==> src/sv/qphh_pkg.sv <==
`timescale 1ns / 1ps
package qphh_pkg;

  // input item kinds
  localparam logic [1:0] KIND_EVENT    = 2'd0;
  localparam logic [1:0] KIND_READ     = 2'd1;
  localparam logic [1:0] KIND_READ_CLR = 2'd2;

  // configuration register indexes
  localparam logic [2:0] REG_REQUIRED_PARTICLE = 3'd0;
  localparam logic [2:0] REG_CHECK_WIRE_CODES  = 3'd1;
  localparam logic [2:0] REG_WIRE_CODE_LIMIT   = 3'd2;
  localparam logic [2:0] REG_RADIUS_SQ_LIMIT   = 3'd3;
  localparam logic [2:0] REG_RANGE_LOW         = 3'd4;
  localparam logic [2:0] REG_BIN_WIDTH         = 3'd5;
  localparam logic [2:0] REG_BINS_IN_USE       = 3'd6;

  localparam int CFG_DATA_W = 24;
  localparam int DIV_STEPS  = 8;   // quotient bits; bins per channel stay below 256

  typedef struct packed {
    logic [1:0]         kind;
    logic [2:0]         particle_id;
    logic [1:0]         event_type;
    logic [1:0]         side;
    logic               energy_positive;
    logic signed [11:0] x_east;
    logic signed [11:0] y_east;
    logic signed [11:0] x_west;
    logic signed [11:0] y_west;
    logic [15:0]        wire_info;
    logic [63:0]        pmt_energies;
    logic [9:0]         read_address;
  } in_item_t;

  typedef struct packed {
    logic        accepted;
    logic [3:0]  counted_mask;
    logic [31:0] bin_count;
  } out_result_t;

  typedef struct packed {
    logic [2:0]         required_particle;
    logic               check_wire_codes;
    logic [3:0]         wire_code_limit;
    logic [23:0]        radius_sq_limit;
    logic signed [15:0] range_low;
    logic [14:0]        bin_width;
    logic [7:0]         bins_in_use;
  } cfg_t;

  localparam cfg_t CFG_RESET = '{
    required_particle: 3'd1,
    check_wire_codes:  1'b1,
    wire_code_limit:   4'd6,
    radius_sq_limit:   24'd230400,
    range_low:         16'sd0,
    bin_width:         15'd10,
    bins_in_use:       8'd100
  };

  typedef enum logic [2:0] {
    ST_CLEAR,
    ST_IDLE,
    ST_SQ,
    ST_QUAL,
    ST_DIV,
    ST_UPD,
    ST_RDATA
  } st_t;

endpackage

==> src/sv/qphh_cut.sv <==
`timescale 1ns / 1ps
// Event filter: squares and simple cuts registered, radius compare after.
module qphh_cut import qphh_pkg::*; (
  input  logic     clk,
  input  in_item_t item,
  input  cfg_t     cfg,
  output logic     ok
);

  logic signed [23:0] p_xe, p_ye, p_xw, p_yw;
  logic [22:0]        sq_xe_r, sq_ye_r, sq_xw_r, sq_yw_r;
  logic               basic_r;
  logic [23:0]        rsq_e, rsq_w;
  logic [3:0]         x_code, y_code, x_mult, y_mult;
  logic               basic;

  always_comb begin
    p_xe = item.x_east * item.x_east;
    p_ye = item.y_east * item.y_east;
    p_xw = item.x_west * item.x_west;
    p_yw = item.y_west * item.y_west;
    x_code = item.wire_info[3:0];
    y_code = item.wire_info[7:4];
    x_mult = item.wire_info[11:8];
    y_mult = item.wire_info[15:12];
    basic = (item.particle_id == cfg.required_particle) && !item.side[1] &&
            (item.event_type == 2'd0) && item.energy_positive &&
            (!cfg.check_wire_codes ||
             ((x_code <= cfg.wire_code_limit) && (y_code <= cfg.wire_code_limit))) &&
            (x_mult != 4'd0) && (y_mult != 4'd0);
  end

  always_ff @(posedge clk) begin
    sq_xe_r <= p_xe[22:0];
    sq_ye_r <= p_ye[22:0];
    sq_xw_r <= p_xw[22:0];
    sq_yw_r <= p_yw[22:0];
    basic_r <= basic;
  end

  assign rsq_e = {1'b0, sq_xe_r} + {1'b0, sq_ye_r};
  assign rsq_w = {1'b0, sq_xw_r} + {1'b0, sq_yw_r};
  assign ok    = basic_r && (rsq_e <= cfg.radius_sq_limit) &&
                 (rsq_w <= cfg.radius_sq_limit);

endmodule

==> config.mk <==
export PLATFORM = sky130hd
export DESIGN_NAME = qphh_cut
export DESIGN_NICKNAME = d
export VERILOG_FILES = /design/src/sv/qphh_pkg.sv /design/src/sv/qphh_cut.sv
export SDC_FILE = /design/constraint.sdc
export NUM_CORES = 1
export LEC_CHECK = 0
export BUFFER_PORTS_ARGS = -buffer_cell sky130_fd_sc_hd__buf_2
export CORE_ASPECT_RATIO = 1.25
export CORE_UTILIZATION = 30
export CTS_CLUSTER_DIAMETER = 60
export DETAILED_ROUTE_END_ITERATION = 8
export GPL_TIMING_DRIVEN = 0
export PLACE_DENSITY = 0.51
export SLEW_MARGIN = 20
export SYNTH_ARGS = -nofsm -noshare
export SYNTH_HDL_FRONTEND = slang
export SYNTH_SLANG_ARGS = --single-unit
==> constraint.sdc <==
create_clock -name clk -period 10.53 [get_ports clk]
set_input_delay 3.159 -clock clk [delete_from_list [all_inputs] [get_ports clk]]
set_output_delay 3.159 -clock clk [all_outputs]
set_load 0.02 [all_outputs]
# Word-level counts from Yosys, hierarchy flattened
# Cells that the tools add are included.
[word_totals] register_bits=93 in_bits=220
[op_classes] n_addsub=2 multipliers=4 n_lt_le_gt_ge=4 n_eq_ne=1 n_reduce_logical=15
[ops] op="multiplier 12 x 12 -> 23 bit" n=4
[ops] op="adder 23 x 23 -> 24 bit" n=2
[ops] op="less-or-equal comparator 24 bit" n=2
[ops] op="logical AND 1 bit" n=9
[ops] op="less-or-equal comparator 4 bit" n=2
[ops] op="nonzero test 4 bit" n=2
[ops] op="equality test 3 bit" n=1
[ops] op="logical NOT 1 bit" n=2
[ops] op="logical NOT 2 bit" n=1
[ops] op="logical OR 1 bit" n=1

# Logic depth before layout (Yosys ltp)
[depth] word_depth=7 ltp_mapped=22 mapped_depth_nobuf=21

# Least setup slack after synthesis
# OpenSTA, ideal clock, no wires.
[synth_path] path_kind="input to output" from="in cfg[56] in the netlist's numbering" to="out ok" arrival_ps=5094 required_ps=7371 path_slack_ps=2277 stages=9 cell_sequence="inv_1 -> ha_1 -> a21o_1 -> a21o_1 -> a21oi_1 -> o21ai_0 -> a2111oi_0 -> a21oi_1 -> a311oi_1"
[synth_between] elab_chain_cells=3
[synth_lines] element="from (decl)" line_no="qphh_cut.sv:6" source="input cfg_t cfg,"
[synth_lines] element="less-or-equal comparator 24 bit" line_no="qphh_cut.sv:43" source="assign ok = basic_r && (rsq_e <= cfg.radius_sq_limit) &&"
[synth_lines] element="logical AND 1 bit" line_no="qphh_cut.sv:43"
[synth_lines] element="logical AND 1 bit *" line_no="qphh_cut.sv:43"
[synth_lines] element="to (decl)" line_no="qphh_cut.sv:7" source="output logic ok"
# Every way passes the cells marked *; elsewhere a longest branch is shown, timed or not.

# Worst setup path after layout
[layout_path] from="in cfg[60] in the netlist's numbering" to="out ok"
# The elaborated chain is that of the path after synthesis.

==> summary.txt <==
status: completed
Main synth FF type: dfxtp_1
n_diodes: 0
share of cells above drive strength 1: 0.0512
Final Max Tran Viols: 0
Avg Synthesized Cell Area: 9.07 um^2
initial antenna violation count: 2
Mapped Nets: 3675
largest net degree at the start of global routing: 15
Post-synth EDFFs: 0
DR vias: 17100
Die ar.: 0.0817 mm^2
Layout fillers: 8409
commonest cells after routing, fill and taps aside: inv_1, fa_1, ha_1
commonest non-fill, non-tap cell in the layout: inv_1
period utilization: 0.828
postcts setup bufs: 0
Reg clk slew, reported paths: 0.06 ns
Hold Buf Count CTS: 0
grt total ovfl: 0
fmax: 0.115 GHz
TritonCTS clock tree: yes
GRT Total Usage: 0.140
Root Driver: clkbuf_16
nets: 3779
Detailed Place HPWL: 48.9 mm
RePlAce Congestion: 0.835
fin crit period: 8.72 ns
Setup TNS: 0 ns
yosys warns: 0
CTS max path bufs: 2
Slew headroom: 0.578
Hold Crit Depth: 1
drt via density: 4.46
io pins: 221
Synth Register Bits: 89
max_cap viols: 0
IO Port Bufs: 93
post-synthesis sequential area ratio: 0.0737
CP Class: primary input to output pin
die extent in x: 256 um
CP Max Fanout: 2
worst path arrival time: 5.56 ns
Slew @ Worst Pin: 0.633 ns
Cell Area, Synth: 0.0242 mm^2
area occupied by multi-input gates: 0.0195 mm^2
routed len/inst: 14.3 um
Vert. Die Dim: 319 um
first-pass GRT wire length: 92.1 mm
Sequential Area: 0.00178 mm^2
setup slack after layout: 1.81 ns
number of global-route vias before repair: 18700
Area Growth Syn to Fin: 8.83%
total routed wirelength: 54.8 mm
min-delay src: item[126]
Crit. End Element: output pin
TritonCTS Buffers: 9
core area: 0.0800 mm^2
Placement Setup Slack: 1.75 ns
WP data required: 7.37 ns
Distinct cells, synth: 75
Initial DRC Count: 572
CTS resizes: 0
CTS sink count: 89
worst min path class: primary input to register
DRT Pass-1 Iters: 5
initial core utilization: 0.302
DR DRC count: 0
WHS Endpoint: sq_xe_r[0]
H-tree depth: 3
async set or reset register ratio after synthesis: 0
unrepaired setup endpoints after global routing: no
post-synthesis cell count: 2665
Final Setup Violations: 0
crit start category: primary input
Fin. Hold Viols: 0
Cell Rows: 116
DRT antenna net count: 0
Final Core Density: 0.329
per-layer routing:
layer  GRT usage  share of wire  vias up
li1            -              -     8418
met1       0.165           0.42     8458
met2       0.274           0.55      173
met3      0.0127          0.019       43
met4      0.0259          0.016        2
met5           0        0.00024        -
kinds of logic (layout without fill, tap and decap cells):
family	after synthesis	after routing	synth area share
xor+xnor	132	132	0.0478
flops	89	89	0.0737
buf+inv	756	865	0.118
fa+ha+maj	790	790	0.554
mux	6	6	0.00254
simple gates	564	564	0.112
compound gates	328	328	0.0924
critical path: stages:
cell	delay, ns
buf_2	0.10
inv_1	0.14
ha_1	0.28
a21o_1	0.16
a21o_1	0.17
a21oi_1	0.13
o21ai_0	0.14
a2111oi_0	0.41
a21oi_1	0.12
a311oi_1	0.46
buf_2	0.27
state kept, by name, indices dropped and copies added (netlist names):
register and flops:
basic_r 1, sq_ye_r 22, sq_yw_r 22, sq_xw_r 22, sq_xe_r 22
cell usage after synthesis (6+ instances only):
master,n,share of area
inv_1,697,0.11
fa_1,468,0.39
ha_1,322,0.17
nand2_1,202,0.031
nor2_1,126,0.020
xnor2_1,95,0.034
and2_1,90,0.023
a21oi_1,89,0.018
dfxtp_1,89,0.074
clkbuf_1,53,0.0082
o21ai_0,52,0.011
a21o_1,41,0.013
xor2_1,37,0.013
o21a_1,27,0.0084
nand3_1,26,0.0054
nor2b_1,23,0.0060
nor3_1,23,0.0048
nand2b_1,17,0.0044
a211oi_1,16,0.0050
nand4_1,13,0.0034
a31oi_1,10,0.0026
o21bai_1,10,0.0031
a2111oi_0,9,0.0033
or2_2,9,0.0023
and3_1,7,0.0018
o21ai_1,7,0.0014
o311ai_0,7,0.0025
nor4_1,6,0.0016
worst max path at each step:
stage	from	endpoint	slack, ns	depth (start not counted)
6_report	cfg[60]	ok	1.81	11
5_1_grt	cfg[56]	ok	1.59	11
4_1_cts	cfg[56]	ok	1.83	11
3_5_place_dp	item[92]	sq_yw_r[22]	1.75	21
3_3_place_gp	item[104]	sq_xw_r[22]	1.77	19
2_1_floorplan	cfg[56]	ok	2.28	9
cell type report:
class / count / share of cell area
Clock inverter: 4 / 0.00281
Sequential cell: 89 / 0.0677
Buffer: 55 / 0.00818
Multi-Input combinational cell: 1820 / 0.743
Timing Repair Buffer: 93 / 0.0177
Inverter: 701 / 0.100
Clock buffer: 12 / 0.0101
Tap cell: 1062 / 0.0505
per-stage QoR:
step	cells	cell area, um^2	hold WS, ns
after floorplan	2665	24200	3.19
after global placement	3820	26000	3.38
after detailed placement	3820	26000	3.37
after CTS	3836	26300	3.00
after global routing	3836	26300	3.00
final	3836	26300	3.00
Power is not shown: default switching activity piles up to over one toggle a cycle in this logic, so the estimate is an artifact.
